$ cat config.mk
export PLATFORM = sky130hd
export DESIGN_NAME = zcpc_slew
export DESIGN_NICKNAME = d
export VERILOG_FILES = /design/src/rtl/core/zcpc_pkg.sv /design/src/rtl/core/zcpc_slew.sv
export SDC_FILE = /design/constraint.sdc
export NUM_CORES = 2
export LEC_CHECK = 0
export BUFFER_PORTS_ARGS = -buffer_cell sky130_fd_sc_hd__buf_2
export CORE_MARGIN = 2
export CORE_UTILIZATION = 55
export CTS_BUF_LIST = sky130_fd_sc_hd__clkbuf_2
export DETAILED_ROUTE_END_ITERATION = 16
export PLACE_DENSITY = 0.73
export SLEW_MARGIN = 20
export SYNTH_ARGS = -nofsm -noshare
export SYNTH_HDL_FRONTEND = slang
export SYNTH_SLANG_ARGS = --single-unit
$ cat constraint.sdc
create_clock -name clock -period 17.37 [get_ports clock]
set_input_delay 0.8685 -clock clock [delete_from_list [all_inputs] [get_ports clock]]
set_output_delay 0.8685 -clock clock [all_outputs]
set_load 0.005 [all_outputs]
$ cat src/rtl/core/zcpc_pkg.sv
// Shared constants, types and register layout for the zero-cross pitch-to-CV block.
`timescale 1ns / 1ps
`default_nettype none

package zcpc_pkg;

   localparam int SAMPLE_BITS_DEF  = 16;
   localparam int COUNT_BITS_DEF   = 16;
   localparam int CV_FRAC_BITS_DEF = 12;

   localparam int CSR_INDEX_W = 3;
   localparam int CSR_DATA_W  = 16;
   localparam int CV_OUT_W    = 16;
   localparam int SLEW_COEF_W = 16;
   localparam int SLEW_SHIFT  = 16;
   localparam int CV_VOLTS    = 5;

   // log2 mantissa is Q1.30
   localparam int X_W    = 31;
   localparam int X_FRAC = 30;
   localparam int SH_W   = 5;

   typedef enum logic [CSR_INDEX_W-1:0] {
      CSR_LOG_REF_OFFSET   = 3'd0,
      CSR_CROSS_HYSTERESIS = 3'd1,
      CSR_AMP_THRESHOLD    = 3'd2,
      CSR_PERIOD_LO        = 3'd3,
      CSR_PERIOD_HI        = 3'd4,
      CSR_CHANGE_THRESHOLD = 3'd5,
      CSR_SLEW_COEF        = 3'd6
   } csr_index_type;

   typedef struct packed {
      logic [15:0] log_ref_offset;
      logic [14:0] cross_hysteresis;
      logic [14:0] amp_threshold;
      logic [15:0] period_lo;
      logic [15:0] period_hi;
      logic [11:0] change_threshold;
      logic [15:0] slew_coef;
   } cfg_type;

   localparam cfg_type CFG_RESET = '{
      log_ref_offset:   16'd27727,
      cross_hysteresis: 15'd33,
      amp_threshold:    15'd328,
      period_lo:        16'd3,
      period_hi:        16'd2400,
      change_threshold: 12'd41,
      slew_coef:        16'd66
   };

   typedef struct packed {
      logic gate;
      logic crossed;
      logic in_range;
   } side_type;

   typedef struct packed {
      logic signed [CV_OUT_W-1:0] cv_out;
      logic                       gate_out;
      logic                       crossing_seen;
   } res_type;

   function automatic int max_int(input int a, input int b);
      return (a > b) ? a : b;
   endfunction

endpackage

`default_nettype wire

$ cat src/rtl/core/zcpc_slew.sv
// Target CV from log2, change gate, and one-pole slew of the output CV.
`timescale 1ns / 1ps
`default_nettype none

module zcpc_slew import zcpc_pkg::*; #(
   parameter int CV_FRAC_BITS = CV_FRAC_BITS_DEF,
   parameter int LOG_W        = 4 + CV_FRAC_BITS_DEF
) (
   input  wire logic             clock,
   input  wire logic             reset,
   input  wire logic             en,
   input  wire logic             in_valid,
   input  wire logic [LOG_W-1:0] log_val,
   input  wire side_type         side,
   input  wire cfg_type          cfg,
   output logic                  res_valid,
   output res_type               res
);

   localparam int F      = CV_FRAC_BITS;
   localparam int CV_W   = F + 4;
   localparam int SM_W   = CV_W + SLEW_SHIFT;
   localparam int DIFF_W = SM_W + 1;
   localparam int PROD_W = DIFF_W + SLEW_COEF_W + 1;
   localparam int NT_W   = max_int(16, LOG_W) + 1;
   localparam int D_W    = CV_W + 1;
   localparam int WIDE   = max_int(CV_W, CV_OUT_W);
   localparam int CV_LIM = CV_VOLTS << F;
   localparam logic signed [NT_W-1:0] NT_LIM = NT_W'(CV_LIM);
   localparam logic signed [CV_W-1:0] CV_MAX = CV_W'(CV_LIM);

   logic                     a_valid_ff;
   logic signed [CV_W-1:0]   ntc_ff;
   side_type                 side_a_ff;
   logic signed [CV_W-1:0]   target_ff;
   logic signed [SM_W-1:0]   smoothed_ff;

   logic signed [NT_W-1:0]   nt;
   logic signed [NT_W-1:0]   nt_c;
   logic signed [CV_W-1:0]   ntc_in;
   logic signed [D_W-1:0]    d;
   logic [D_W-1:0]           d_abs;
   logic                     upd;
   logic signed [CV_W-1:0]   target_in;
   logic signed [DIFF_W-1:0] diff;
   logic signed [PROD_W-1:0] prod;
   logic signed [PROD_W-1:0] step;
   logic signed [DIFF_W-1:0] sum;
   logic signed [SM_W-1:0]   smoothed_in;
   logic signed [CV_W-1:0]   cv;
   logic signed [CV_W-1:0]   cv_c;
   logic signed [WIDE-1:0]   cv_wide;

   always_comb begin
      nt = $signed(NT_W'(cfg.log_ref_offset)) - $signed(NT_W'(log_val));
      if (nt > NT_LIM) begin
         nt_c = NT_LIM;
      end else if (nt < -NT_LIM) begin
         nt_c = -NT_LIM;
      end else begin
         nt_c = nt;
      end
      ntc_in = $signed(nt_c[CV_W-1:0]);
   end

   always_comb begin
      d         = D_W'(ntc_ff) - D_W'(target_ff);
      d_abs     = d[D_W-1] ? -d : d;
      upd       = side_a_ff.crossed && side_a_ff.in_range &&
                  (d_abs > D_W'(cfg.change_threshold));
      target_in = upd ? ntc_ff : target_ff;
      diff      = DIFF_W'($signed({target_in, {SLEW_SHIFT{1'b0}}})) - DIFF_W'(smoothed_ff);
      prod      = PROD_W'(diff) * $signed(PROD_W'(cfg.slew_coef));
      step      = prod >>> SLEW_SHIFT;
      sum       = DIFF_W'(smoothed_ff) + $signed(step[DIFF_W-1:0]);
      smoothed_in = $signed(sum[SM_W-1:0]);
      cv        = $signed(smoothed_in[SM_W-1:SLEW_SHIFT]);
      if (cv > CV_MAX) begin
         cv_c = CV_MAX;
      end else if (cv < -CV_MAX) begin
         cv_c = -CV_MAX;
      end else begin
         cv_c = cv;
      end
      cv_wide = WIDE'(cv_c);
   end

   always_ff @(posedge clock) begin
      if (reset) begin
         a_valid_ff  <= 1'b0;
         target_ff   <= '0;
         smoothed_ff <= '0;
      end else if (en) begin
         a_valid_ff <= in_valid;
         if (a_valid_ff) begin
            target_ff   <= target_in;
            smoothed_ff <= smoothed_in;
         end
      end
   end

   always_ff @(posedge clock) begin
      if (en) begin
         ntc_ff    <= ntc_in;
         side_a_ff <= side;
      end
   end

   assign res_valid         = a_valid_ff;
   assign res.cv_out        = cv_wide[CV_OUT_W-1:0];
   assign res.gate_out      = side_a_ff.gate;
   assign res.crossing_seen = side_a_ff.crossed;

endmodule

`default_nettype wire

* After elaboration in Yosys (flattened, before gate mapping)
Index checks and enable logic that the tools add are counted.
** Word-level totals
- Memories :: 0
- Bits in read-only memories :: 0
- Latch bits :: 0
- Output and inout port bits :: 19
- Bits in registers :: 68
- Memory bits (writable) :: 0
- Bits of input ports :: 129
** Operators by class
- Divide/modulo/power cells :: 0
- Add/sub/neg operators :: 5
- Bitwise operators :: 0
- $lt $le $gt $ge :: 5
- Shift-type cells :: 0
- Reduce and logical (&&, ||, !) cells :: 4
- Equal/unequal tests :: 0
- Mux-type cells :: 5
- Multiply operators :: 1
** Operators with widths (count)
- 16-bit 2-to-1 mux :: 4
- 33-bit by 17-bit multiplier with 48-bit output :: 1
- 16-bit by 16-bit subtractor with 17-bit output :: 2
- 32-bit by 32-bit subtractor with 33-bit output :: 1
- 32-bit adder :: 1
- 17-bit by 12-bit > comparator with 1-bit output :: 1
- 17-bit by 16-bit > comparator with 1-bit output, second input constant :: 1
- 17-bit by 16-bit less-than comparator with 1-bit output, second input constant :: 1
- 17-bit 2-to-1 mux :: 1
- 17-bit negation :: 1
- 16-bit > comparator, second input constant :: 1
- 16-bit less-than comparator, second input constant :: 1
- 1-bit logical AND :: 2
- 2-bit AND reduction :: 1
- 2-bit OR reduction :: 1

* Longest topological paths before layout
- Depth in word-level cells :: 12
- Depth in mapped cells :: 70
- Gate-level depth less buffers :: 67

* Least setup slack after synthesis
Ideal clock, no wire load.
- Path type :: register to output
- Start point :: register ntc_ff[0]
- End point :: output port res[10] (netlist name)
- Cell stages (with the launch flop) :: 69
- Arrival time :: 14.574 ns
- Path slack :: 1.927 ns
- Required time :: 16.501 ns
- Cell sequence :: edfxtp_1 > inv_1 > ha_1 > fa_1 > nor2b_4 > o21a_4 > o21ai_4 > a21boi_2 > o41ai_4 > o221ai_1 > clkbuf_1 > mux2i_1 > ha_1 > nor2b_1 > o21a_1 > o21a_1 > o21a_1 > o21ai_0 > [... 33 more ...] > a21oi_1 > a21oi_1 > or2_2 > a21oi_1 > nor2b_1 > nor2_1 > xnor2_1 > ha_1 > a21oi_1 > o21ai_0 > or2_2 > o21ai_1 > a211oi_1 > nor3_1 > xnor3_1 > or2_1 > o32a_1 > and2_1
** RTL lines
- from (decl) :: line zcpc_slew.sv:33 : logic signed [CV_W-1:0] ntc_ff;
- from (signal assigned) :: line zcpc_slew.sv:104 : ntc_ff <= ntc_in;
- to (decl) :: line zcpc_slew.sv:17 : output res_type res

==> impl_metrics.ini <==
[setup_path]
cp-end-kind = primary output
crit_arrival_ns = 15.87
crit_path_start_kind = flip-flop
cp_slowest_cell = fa_1
slowest_delay_ns = 0.54
crit_fanout = 15
cp_common_cell = fa_1
cp_num_buf_inv = 7
cp.required_ns = 16.50
critical_path.top_delay_family = compound AO/OA/AOI/OAI gates
worstSetupPathType = reg2out

[yosys]
ys_warn_count = 0
synthFlopType = dfxtp_1
synth_edf_count = 19
ys_seq_elements = 68
postSynthCellCount = 3042
postSynthNetCount = 3872
async_flop_share_pct = 0
synth_area_per_cell_um2 = 8.45
syn-cell-area_um2 = 25700
ys_types = 83
seq_area_frac_synth_pct = 6.04

[die]
floorplan.initialDensity_pct = 55.4
io_pins = 148
std_cell_rows = 79
die_w_um = 220
core_um2 = 46400
die_h_um = 220
die_area_um2 = 48500

[routing]
wirelength_um = 64500
routedWlPerCell_um = 17.6
num_vias = 20500
viasPerCell = 5.58
drtPass1Iterations = 8
drcViolationCount = 0
dr.first_iter.drc_count = 1087
drtAntennaViolNets = 0

[clock_network]
h-tree-depth = 3
cts_num_sinks = 68
numCtsBuffers = 9
cts.clk_slew.worst_paths_ns = 0.23
clock_latency_ns = 0.60
clockRootBuffer = clkbuf_2
clk_path_buf_depth = 2
cts_tree = yes

[layout]
fin_util_pct = 58.2
design_area_um2 = 27000
multiInputGateArea_um2 = 21300
nets = 3887
seq_area_um2 = 1550
layout_common_cells = inv_1 (690), fa_1 (492), nand2_1 (379)
areaGrowthSynthToFinish_pct = 5.05
fillers = 4071
drive_gt1_share_pct = 6.89
mostFrequentLayoutCell = inv_1

[place]
gp_congestion = 0.914
dp_hpwl_um = 51100
numPortBuffers = 85
dpl_cell_area_um2 = 26700

[sta]
finClkSkew_ns = 0.0338
timing.slew.headroom_pct = 24.8
post-route-min-period_ns = 16.74
slew_violations = 0
setup_viol = 0
fmax_mhz = 59.8
worst_slew_pin_slew_ns = 1.12
finalCritPeriodShare_pct = 96.3
finalSetupTns_ns = 0
finalHoldViolCount = 0

[grt]
use_met2_pct = 52.0
grtUsageMet1_pct = 30.7
grt_max_degree = 66
grt_first_pass_wirelength_um = 105000
first_global_vias = 21800
use_met3_pct = 2.69
grt_usage_pct = 27.5
gr-total-overflow = 0
busiest_layer = met2
antenna_found_initial = 2

[run_status]
status = completed

[worst_hold_path]
hold_class = in2reg

[run]
cap_violations = 0
[Yosys cell counts (all sizes together), types with 26 or more instances]
cell    instances  area [µm²]
ha            209        2620
o21ai          56         295
a21oi         119         596
nor3           32         160
xor2           47         412
and2          236        1480
a21o           56         420
clkbuf        104         390
nand2         379        1420
nand3          26         130
fa            492        9850
nor2          121         457
xnor2          81         709
dfxtp          49         981
inv           690        2590
nand2b         37         231
[final timing paths]
path	startpoint	end	slack, ns	cells after the start
min	side[1]	res[0]	0.42	1
max reg2reg	ntc_ff[0]	smoothed_ff[30]	2.68	63
min reg2reg	target_ff[12]	target_ff[12]	0.50	2
max	ntc_ff[0]	res[12]	0.63	65
[logic make-up (layout without fill, tap and decap cells)]
group / Yosys count / count (layout) / share of synthesized area (%)
compound gates: 372 / 372 / 9.77
xor+xnor: 129 / 129 / 4.45
fa+ha+maj: 703 / 703 / 48.6
buf+inv: 807 / 827 / 12.0
flops: 68 / 68 / 6.04
mux: 37 / 37 / 1.52
other cells: 0 / 1 / 0
simple gates: 926 / 926 / 17.7
[registers in the layout, indices dropped and copies added (netlist names)]
register	cells
ntc_ff	16
res	2
res_valid	1
side_a_ff	1
smoothed_ff	32
target_ff	16
[metal layers]
layer / wire length, µm / up-vias
li1: - / 9326
met1: 24300 / 10300
met2: 34300 / 623
met3: 2670 / 210
met4: 3200 / 0
met5: 0 / -
[stage by stage]
stage	setup slack [ns]	cells	hold slack [ns]
after floorplan	1.93	3042	0.454
after global placement	0.511	3647	0.470
after detailed placement	0.0755	3647	0.477
after CTS	0.0964	3664	0.345
after global routing	-0.00583	3670	0.369
final	0.634	3670	0.417
[timing repair]
| action | 4_1_cts | 5_1_grt |
|---|---|---|
| endpoints found under the setup margin | 14 | 14 |
| pin swaps | 2 | 7 |
| hold buffers | 0 | 0 |
| gates resized for setup | 11 | 28 |
| buffers inserted | 1 | 4 |
[layout make-up]
cell class | count | share of cell area (%)
timing repair buffer | 121 | 2.69
tap | 607 | 2.81
inverter | 690 | 9.59
antenna | 1 | 0.00927
multi-input combinational | 2167 | 78.8
clock buffer | 10 | 0.185
clock inverter | 6 | 0.116
sequential | 68 | 5.75
Power is not shown: default switching activity piles up to over one toggle a cycle in this logic, so the estimate is an artifact.
