`src/rtl/core/zcpc_pkg.sv`:
```
// Shared constants, types and register layout for the zero-cross pitch-to-CV block.
`timescale 1ns / 1ps
`default_nettype none

package zcpc_pkg;

   localparam int SAMPLE_BITS_DEF  = 16;
   localparam int COUNT_BITS_DEF   = 16;
   localparam int CV_FRAC_BITS_DEF = 12;

   localparam int CSR_INDEX_W = 3;
   localparam int CSR_DATA_W  = 16;
   localparam int CV_OUT_W    = 16;
   localparam int SLEW_COEF_W = 16;
   localparam int SLEW_SHIFT  = 16;
   localparam int CV_VOLTS    = 5;

   // log2 mantissa is Q1.30
   localparam int X_W    = 31;
   localparam int X_FRAC = 30;
   localparam int SH_W   = 5;

   typedef enum logic [CSR_INDEX_W-1:0] {
      CSR_LOG_REF_OFFSET   = 3'd0,
      CSR_CROSS_HYSTERESIS = 3'd1,
      CSR_AMP_THRESHOLD    = 3'd2,
      CSR_PERIOD_LO        = 3'd3,
      CSR_PERIOD_HI        = 3'd4,
      CSR_CHANGE_THRESHOLD = 3'd5,
      CSR_SLEW_COEF        = 3'd6
   } csr_index_type;

   typedef struct packed {
      logic [15:0] log_ref_offset;
      logic [14:0] cross_hysteresis;
      logic [14:0] amp_threshold;
      logic [15:0] period_lo;
      logic [15:0] period_hi;
      logic [11:0] change_threshold;
      logic [15:0] slew_coef;
   } cfg_type;

   localparam cfg_type CFG_RESET = '{
      log_ref_offset:   16'd27727,
      cross_hysteresis: 15'd33,
      amp_threshold:    15'd328,
      period_lo:        16'd3,
      period_hi:        16'd2400,
      change_threshold: 12'd41,
      slew_coef:        16'd66
   };

   typedef struct packed {
      logic gate;
      logic crossed;
      logic in_range;
   } side_type;

   typedef struct packed {
      logic signed [CV_OUT_W-1:0] cv_out;
      logic                       gate_out;
      logic                       crossing_seen;
   } res_type;

   function automatic int max_int(input int a, input int b);
      return (a > b) ? a : b;
   endfunction

endpackage

`default_nettype wire

```
`src/rtl/core/zcpc_front.sv`:
```
// Front stage: rising zero-crossing detect and period counter.
`timescale 1ns / 1ps
`default_nettype none

module zcpc_front import zcpc_pkg::*; #(
   parameter int SAMPLE_BITS = SAMPLE_BITS_DEF,
   parameter int COUNT_BITS  = COUNT_BITS_DEF
) (
   input  wire logic                          clock,
   input  wire logic                          reset,
   input  wire logic                          en,
   input  wire logic                          take,
   input  wire logic signed [SAMPLE_BITS-1:0] sample,
   input  wire logic                          gate_in,
   input  wire cfg_type                       cfg,
   output logic                               out_valid,
   output logic [COUNT_BITS-1:0]              period,
   output side_type                           side
);

   localparam int CMP_W = max_int(SAMPLE_BITS, 16) + 1;
   localparam int PC_W  = max_int(COUNT_BITS, 16);
   localparam logic [COUNT_BITS-1:0] COUNT_MAX = '1;

   logic signed [SAMPLE_BITS-1:0] prev_sample_ff;
   logic [COUNT_BITS-1:0]         period_count_ff;
   logic                          valid_ff;
   logic [COUNT_BITS-1:0]         period_ff;
   side_type                      side_ff;

   logic [COUNT_BITS-1:0]         count_inc;
   logic signed [CMP_W-1:0]       prev_ext;
   logic signed [CMP_W-1:0]       cur_ext;
   logic signed [CMP_W-1:0]       hyst_ext;
   logic signed [CMP_W-1:0]       amp_ext;
   logic                          crossed;
   logic [PC_W-1:0]               period_w;
   logic                          in_range;
   side_type                      side_in;

   always_comb begin
      count_inc = (period_count_ff < COUNT_MAX) ? period_count_ff + 1'b1 : period_count_ff;
      prev_ext  = CMP_W'(prev_sample_ff);
      cur_ext   = CMP_W'(sample);
      hyst_ext  = $signed(CMP_W'(cfg.cross_hysteresis));
      amp_ext   = $signed(CMP_W'(cfg.amp_threshold));
      crossed   = (prev_ext <= -hyst_ext) && (cur_ext >= hyst_ext) && (cur_ext > amp_ext);
      period_w  = PC_W'(count_inc);
      in_range  = (period_w >= PC_W'(cfg.period_lo)) && (period_w <= PC_W'(cfg.period_hi));
      side_in.gate     = gate_in;
      side_in.crossed  = crossed;
      side_in.in_range = in_range;
   end

   always_ff @(posedge clock) begin
      if (reset) begin
         prev_sample_ff  <= '0;
         period_count_ff <= '0;
         valid_ff        <= 1'b0;
      end else begin
         if (en) begin
            valid_ff <= take;
         end
         if (take) begin
            prev_sample_ff  <= sample;
            period_count_ff <= crossed ? '0 : count_inc;
         end
      end
   end

   always_ff @(posedge clock) begin
      if (take) begin
         period_ff <= count_inc;
         side_ff   <= side_in;
      end
   end

   assign out_valid = valid_ff;
   assign period    = period_ff;
   assign side      = side_ff;

endmodule

`default_nettype wire

```
`config.mk`:
```
export PLATFORM = sky130hd
export DESIGN_NAME = zcpc_front
export DESIGN_NICKNAME = d
export VERILOG_FILES = /design/src/rtl/core/zcpc_pkg.sv /design/src/rtl/core/zcpc_front.sv
export SDC_FILE = /design/constraint.sdc
export NUM_CORES = 1
export LEC_CHECK = 0
export BUFFER_PORTS_ARGS = -buffer_cell sky130_fd_sc_hd__clkbuf_2
export CORE_MARGIN = 3
export CORE_UTILIZATION = 50
export CTS_CLUSTER_SIZE = 30
export DETAILED_ROUTE_END_ITERATION = 10
export PLACE_DENSITY = 0.8
export SYNTH_ARGS = -nofsm -noshare
export SYNTH_HDL_FRONTEND = slang
export SYNTH_SLANG_ARGS = --single-unit
```
`constraint.sdc`:
```
create_clock -name clock -period 4.1 [get_ports clock]
set_input_delay 0 -clock clock [delete_from_list [all_inputs] [get_ports clock]]
set_output_delay 0 -clock clock [all_outputs]
set_load 0.05 [all_outputs]
```
* Word level (Yosys, flattened, before mapping)
Cells that the tools add are included.
Storage, ports and cells: register bits after elaboration 52, latch bits 0, RAM bits 0, memory bits (read-only) 0, input port bits 127, output and inout port bits 20, memories kept 0
Cells by class: $add $sub $neg 2, multipliers 0, divide/modulo/power cells 0, magnitude comparators 6, equality and inequality tests 0, shift operators 0, mux-type cells 2, bitwise operators 0, reductions and logical operators 3
Operators by type and width (count):
- 16-bit >= comparator | 2
- 16-bit two-way mux | 2
- 16-bit by 17-bit less-or-equal comparator with 1-bit output | 1
- 15-bit negator with 17-bit output | 1
- 16-bit by 1-bit adder with 16-bit output (second input constant) | 1
- 16-bit > comparator | 1
- 16-bit less-or-equal comparator | 1
- 16-bit < comparator (second input constant) | 1
- 1-bit logical AND | 3

* Depth between registers and ports, before layout
Gate-level depths: netlist of the first run.
depth after elaboration 5, depth in mapped cells 14

* Least setup slack after synthesis of the first run
No wires, ideal clock.
kind in2reg, start in cfg[78] (netlist bit), end reg period_count_ff[7], data arrival time 2.802 ns, setup slack 1.156 ns, stages on the path 13, cells stage by stage or4_1 nor2_1 nand2_1 or3_4 nor3_2 xnor2_1 ha_1 and3_1 a221oi_1 a311oi_1 nor4_4 buf_6 a211oi_1
Between the ends: word-level cells in the longest chain between the ends 5, elaborated cells on any way between the ends 6, those cells by class add/sub (1); order compare (2); mux (1); reduce/logical (2)
Ends and longest elaborated chain:
- start: declaration | line zcpc_front.sv:15 | input wire cfg_type cfg,
- 15-bit negator with 17-bit output | line zcpc_front.sv:47 | crossed = (prev_ext <= -hyst_ext) && (cur_ext >= hyst_ext) && (cur_ext > amp_ext);
- 16-bit by 17-bit less-or-equal comparator with 1-bit output | line zcpc_front.sv:47
- 1-bit logical AND (*) (2 in a row) | line zcpc_front.sv:47
- 16-bit two-way mux (*) | line zcpc_front.sv:66 | period_count_ff <= crossed ? '0 : count_inc;
- end signal: assignment | line zcpc_front.sv:66
- end: declaration | line zcpc_front.sv:26 | logic [COUNT_BITS-1:0] period_count_ff;
Mark *: on every way between the ends. The rest lies on a longest branch, timed or not. A chain may end at the register's enable or synchronous reset.

* Final worst setup path of the first run
start reg period_count_ff[0], end reg side_ff, in the netlist side[0] (data pin)
Between the ends: word-level cells in the longest chain between the ends 4, elaborated cells on any way between the ends 6, those cells by class add/sub (1); order compare (3); mux (1); reduce/logical (1)
Ends and longest elaborated chain:
- 16-bit by 1-bit adder with 16-bit output / 16-bit < comparator (equally long branches) | line zcpc_front.sv:42 | count_inc = (period_count_ff < COUNT_MAX) ? period_count_ff + 1'b1 : period_count_ff;
- 16-bit two-way mux (*) | line zcpc_front.sv:42
- net count_inc[1] | line zcpc_front.sv:31 | logic [COUNT_BITS-1:0] count_inc;
- 16-bit >= comparator / 16-bit less-or-equal comparator (equally long branches) | line zcpc_front.sv:49 | in_range = (period_w >= PC_W'(cfg.period_lo)) && (period_w <= PC_W'(cfg.period_hi));
- 1-bit logical AND (*) | line zcpc_front.sv:49
- net in_range | line zcpc_front.sv:38 | logic in_range;
- end signal: assignment | line zcpc_front.sv:74 | side_ff <= side_in;
- end: declaration | line zcpc_front.sv:29 | side_type side_ff;
The timed path passes the listed nets; every way through them passes the cells marked *.

==> results.yml, run 1 <==
synth:
  yosys.area.top_type_share_pct: 22.6
  synth_top_area_cell: "ha_1"
  ys_seq_area_share_pct: 27.4
  synth_warnings: 0
  synth-edff-count: 19
  syn_inst: 519
  syn_area_sq_um: 4490
  synth_seq_cells: 52
  synthesis.nets: 727
  async_flop_share_pct: 0
  synth.area.top_cells: "ha_1 23%, dfxtp_1 15%, edfxtp_1 13%"
  synth_cell_types: 55
  synth.avg_cell_area_sq_um: 8.65
  synth_ff_type: "dfxtp_1"
sta:
  grt_setup_unrepaired: "false"
  timing.fmax_ghz: 0.301
  setup_viol: 0
  slew_headroom_pct: 43.4
  period_share_pct: 81.0
  finalSetupTns_ns: 0
  tightest_slew_ns: 0.849
  period_minus_slack_ns: 3.32
  setup_slack_ns: 0.777
  hold_violations: 0
  finClkSkew_ns: 0.0109
  slew_viol_final: 0
global_route:
  antenna_found_initial: 0
  grtUsageTotal_pct: 21.9
  grt_max_degree: 31
  grt_overflow: 0
  grt_pass1_vias: 4235
  grt_pass1_wl_mm: 18.3
pwr:
  total_power_mw: 1.19
  intPower_mw: 0.813
  pwr-share-clk_pct: 24.6
  comb_power_share_pct: 27.4
  p_sw_share_pct: 31.8
  ir_drop_mv: 0.119
  cellLeakagePower_nw: 2.71
  switchingPower_mw: 0.378
  seqPwrFrac_pct: 47.9
  powerDensity_nw_per_um2: 224
clock_network:
  path_clk_slew_ns: 0.10
  cts.htree.levels: 2
  cts_hold_buffers: 13
  clock-sinks: 52
  root_buffer: "clkbuf_8"
  cts_tree: "yes"
  postCtsSetupRepairBufs: 0
  ctsResizeCount: 0
  clock_latency_ns: 0.31
  cts.path.max_buffers: 2
  cts_buffers: 5
final_layout:
  layout_common_cells: "102 x clkbuf_2, 81 x ha_1, 70 x inv_1"
  n_antenna_cell: 0
  syn2layout_area_growth_pct: 18.6
  fin_area_sq_um: 5330
  nNetsFinal: 843
  drive_above_1_share_pct: 19.0
  mostFrequentLayoutCell: "clkbuf_2"
  fin_cells: 741
job:
  drv_cap: 0
placed_design:
  dpl_cell_area_sq_um: 5110
  place_congestion: 0.932
  dp_hpwl_mm: 8.74
  place_ws_ns: 0.538
  portBuffers: 102
  placed_cells: 720
routing:
  detail_route.first_pass.iterations: 4
  routed_wl_mm: 10.9
  detail_route.wl_per_cell_um: 14.7
  vias: 4184
  viasPerCell: 5.65
  ant_nets: 0
  initialDrtViolationCount: 181
  drc: 0
floorplan:
  coreArea_sq_um: 8460
  io_pins: 147
  dieArea_sq_um: 10200
  die_y_um: 101
  num_rows: 33
  die_w_um: 101
  start_util_pct: 53.1
worst_setup_path:
  rrSetupSlack_ns: 0.78
  crit_path_start_kind: "flip-flop"
  required_ns: 4.18
  endpoint_kind: "flip-flop"
  arrival_ns: 3.40
  worstSetupPathType: "reg2reg"
  worstPathMaxFanout: 11
min_path:
  min_path_type: "in2reg"
run_status:
  outcome: "completed"
## kinds of logic after synthesis
logic type	synth area share (%)
AND/OR/NAND/NOR	18.1
AO/OA/AOI/OAI	15.5
adder cells (fa/ha/maj)	22.6
buffers and inverters	6.80
flip-flops	27.4
XOR/XNOR	5.26
multiplexers	4.37
## worst paths after layout
check                      from                 to  cells after the start
max          period_count_ff[0]            side[0]                     12
min                   sample[3]  prev_sample_ff[3]                      3
max reg2reg  period_count_ff[0]            side[0]                     12
min reg2reg   prev_sample_ff[0]  prev_sample_ff[0]                      2
## routing by layer
metal / up-vias / share of wire, % / track usage [%] / wire [um]
met5: - / 0 / 0 / 0
met4: 0 / 2.1 / 7.67 / 231
met3: 22 / 5.4 / 4.36 / 582
met2: 120 / 49 / 39.1 / 5320
met1: 1946 / 44 / 25.8 / 4730
li1: 2096 / - / - / -
## registers in the layout (all words and copies together), names as in the netlist
register,flops
out_valid,1
period,16
period_count_ff,16
prev_sample_ff,16
side,3
## layout make-up
type / instances / area, sq um
Clock buffer: 6 / 72.6
Clock inverter: 2 / 11.3
Fill cell: 722 / 3140
Inverter: 70 / 263
Multi-Input combinational cell: 388 / 2960
Sequential cell: 52 / 1230
Tap cell: 105 / 131
Timing Repair Buffer: 118 / 663
## critical path, cell delays in order, from the launching register on
cell and delay, ns:
dfxtp_1 0.46, ha_1 0.32, nand2_1 0.16, nor4_4 0.38
nand2_2 0.25, mux2_4 0.40, ha_1 0.29, nor2b_1 0.13
o21a_1 0.11, o21ai_0 0.08, a211o_1 0.26, a31oi_1 0.17
nor2_1 0.07
## power groups by stage
stage | registers [mW] | clock network [mW] | logic (mW)
CTS | 0.571 | 0.299 | 0.327
detailed placement | 0.582 | 0 | 0.316
floorplan | 0.614 | 0 | 0.171
finish | 0.571 | 0.293 | 0.327
global route | 0.574 | 0.316 | 0.370
global placement | 0.582 | 0 | 0.302
## cell usage after synthesis (12+ instances only)
library cell / instances
a211oi_1: 14
a21oi_1: 34
dfxtp_1: 33
edfxtp_1: 19
ha_1: 81
inv_1: 70
mux2i_1: 17
nand2_1: 33
nand3_1: 12
nand4_1: 18
nor2_1: 38
o21ai_0: 16
xnor2_1: 20
## per-stage QoR
stage / util [%] / hold slack (ns)
after floorplan: - / 0.0989
after detailed placement: 60.4 / 0.187
after CTS: 62.9 / 0.00305
final: 62.9 / 0.00426
after global routing: 62.9 / 0.0469
after global placement: 60.4 / 0.182
Power figures use the tool's default switching activity.
==> inputs of run 2 (changes only) <==
--- a/config.mk
+++ b/config.mk
@@ -7,10 +7,10 @@
 export LEC_CHECK = 0
 export BUFFER_PORTS_ARGS = -buffer_cell sky130_fd_sc_hd__clkbuf_2
 export CORE_MARGIN = 3
-export CORE_UTILIZATION = 50
+export CORE_UTILIZATION = 47
 export CTS_CLUSTER_SIZE = 30
 export DETAILED_ROUTE_END_ITERATION = 10
-export PLACE_DENSITY = 0.8
+export PLACE_DENSITY = 0.79
 export SYNTH_ARGS = -nofsm -noshare
 export SYNTH_HDL_FRONTEND = slang
 export SYNTH_SLANG_ARGS = --single-unit
==> constraint.sdc (replaced) <==
create_clock -name clock -period 2.75 [get_ports clock]
set_input_delay 0 -clock clock [delete_from_list [all_inputs] [get_ports clock]]
set_output_delay 0 -clock clock [all_outputs]
set_load 0.05 [all_outputs]
==> run 2 against run 1 <==
  * The run now ends with setup timing left
  * Die area up 6.0%
  * Setup slack got worse by 0.85 ns
  * Combinational power up 72%
  * Non-clock buffer count is 72 higher
  * Design area grew 15%
  * Core utilization increased by 2.9 points
  * Critical path type is now in2reg
  * Clock power rose by 85%
==> results.yml, run 2 (synthesis results as in run 1) <==
min_path:
  hold_path_end: "prev_sample_ff[8]"
  min_path_type: "in2reg"
  hold_depth: 3
  min-delay-start: "sample[8]"
sta:
  setup_viol: 17
  whs_ns: 0.00574
  setup_slack_ns: -0.0695
  period_minus_slack_ns: 2.82
  slew_viol_final: 0
  timing.fmax_ghz: 0.355
  tightest_slew_ns: 0.906
  hold_violations: 0
  finClkSkew_ns: 0.0179
  slew_headroom_pct: 38.8
  grt_setup_unrepaired: "true"
  period_share_pct: 103
worst_setup_path:
  endpoint_kind: "flip-flop"
  worstPathMaxFanout: 8
  r2r-end: "side[0]"
  required_ns: 2.92
  arrival_ns: 2.99
  worstSetupPathType: "in2reg"
  crit_path_start_kind: "input pin"
  rrSetupSlack_ns: 0.01
  reg2regPathDepth: 13
  r2r-start: "period_count_ff[14]"
clock_network:
  cts.htree.levels: 2
  path_clk_slew_ns: 0.11
  cts.path.max_buffers: 2
  clock-sinks: 52
  cts_buffers: 5
  cts_tree: "yes"
  clock_latency_ns: 0.32
  root_buffer: "clkbuf_8"
run_status:
  violations: "setup timing"
  outcome: "finished with violations"
pwr:
  seqPwrFrac_pct: 43.4
  ir_drop_mv: 0.250
  switchingPower_mw: 0.609
  intPower_mw: 1.34
  comb_power_share_pct: 28.9
  cellLeakagePower_nw: 3.13
  powerDensity_nw_per_um2: 319
  pwr-share-clk_pct: 27.8
  p_sw_share_pct: 31.2
global_route:
  grtUsageTotal_pct: 22.4
  grt_overflow: 0
  antenna_found_initial: 0
  grt_max_degree: 31
  grt_pass1_wl_mm: 20.3
  grt_pass1_vias: 4419
routing:
  routed_wl_mm: 12.8
  vias: 4546
  ant_nets: 0
  drc: 0
  detail_route.wl_per_cell_um: 15.3
  initialDrtViolationCount: 192
  viasPerCell: 5.43
  detail_route.first_pass.iterations: 5
floorplan:
  start_util_pct: 48.4
  coreArea_sq_um: 9280
  io_pins: 147
  dieArea_sq_um: 10800
  die_y_um: 104
  num_rows: 35
  die_w_um: 104
final_layout:
  finish.utilization_pct: 65.9
  fillers: 738
  layout_common_cells: "101 x clkbuf_2, 80 x ha_1, 70 x inv_1, 70 x buf_4, 33 x a21oi_1"
  syn2layout_area_growth_pct: 36.2
  nNetsFinal: 915
  mostFrequentLayoutCell: "clkbuf_2"
  n_antenna_cell: 0
  fin_cells: 837
  drive_above_1_share_pct: 32.3
placed_design:
  dp_hpwl_mm: 9.66
  placed_cells: 807
  portBuffers: 102
  place_congestion: 0.846
job:
  drv_cap: 0
run 2: changes by cell type in the layout (fill, tap and decap cells not counted), sizes merged:
cell / change
bufinv: +1
buf: +70
dlygate4sd3: +3
clkinvlp: -1
clkbuf: -1
run 2: worst max-delay path, cell delays in order:
cell and delay [ns]:
buf_6 0.09, or4_4 0.55, nor2_4 0.11, nand2_2 0.08, or3_4 0.41, nor3_4 0.14
xnor2_1 0.15, ha_1 0.27, and3_4 0.19, a221oi_4 0.28, a311oi_2 0.10, nor4_4 0.33
buf_6 0.20, a21oi_1 0.07
run 2: through the flow:
stage | TNS, ns | setup WS [ns] | total power [mW] | area, sq um
finish | -0.762 | -0.0695 | 1.95 | 6120
global route | -3.02 | -0.199 | 2.06 | 6120
CTS | -0.0235 | -0.0235 | 1.93 | 5990
detailed placement | -6.06 | -0.386 | 1.38 | 5650
global placement | -4.07 | -0.259 | 1.36 | 5650
floorplan | -1.21 | -0.124 | 1.17 | 4530
run 2: per-layer routing:
layer  global-route usage [%]  vias up  part of all wire, %
met1                     27.0     2110                   42
met4                     9.88        0                  3.7
met3                     3.68       33                  5.0
met5                        0        -                    0
li1                         -     2246                    -
met2                     39.3      157                   50
run 2: area by class of cell:
cell class | instances | area, sq um | share of cell area, %
repair buffers | 190 | 1220 | 20.0
inverters | 70 | 263 | 4.30
well taps | 129 | 161 | 2.64
flip-flops and latches | 52 | 1240 | 20.3
multi-input cells | 388 | 3120 | 51.0
clock inverters | 2 | 35.0 | 0.573
clock buffers | 6 | 72.6 | 1.19
run 2: power groups by stage:
stage | combinational, mW | sequential (mW) | clock [mW]
after floorplan | 0.259 | 0.916 | 0
after global placement | 0.496 | 0.863 | 0
after detailed placement | 0.517 | 0.864 | 0
after CTS | 0.544 | 0.846 | 0.537
after global routing | 0.626 | 0.850 | 0.582
final | 0.564 | 0.847 | 0.542
run 2: repair_timing:
item	CTS	global route
gates cloned	1	0
hold buffers	16	0
endpoints found under the setup margin	17	18
pin swaps	14	16
endpoints found under the hold margin	16	0
resized for setup	15	29
buffers inserted	3	2
run 2: how the worst max path moves through the flow:
stage / slack [ns] / cells after the start / to / start
3_5_place_dp: -0.39 / 14 / period_count_ff[11] / cfg[78]
4_1_cts: -0.02 / 13 / side[0] / period_count_ff[14]
2_1_floorplan: -0.12 / 13 / period_count_ff[7] / cfg[78]
6_report: -0.07 / 14 / period_count_ff[5] / cfg[78]
5_1_grt: -0.20 / 14 / period_count_ff[0] / cfg[78]
3_3_place_gp: -0.26 / 14 / period_count_ff[6] / cfg[78]
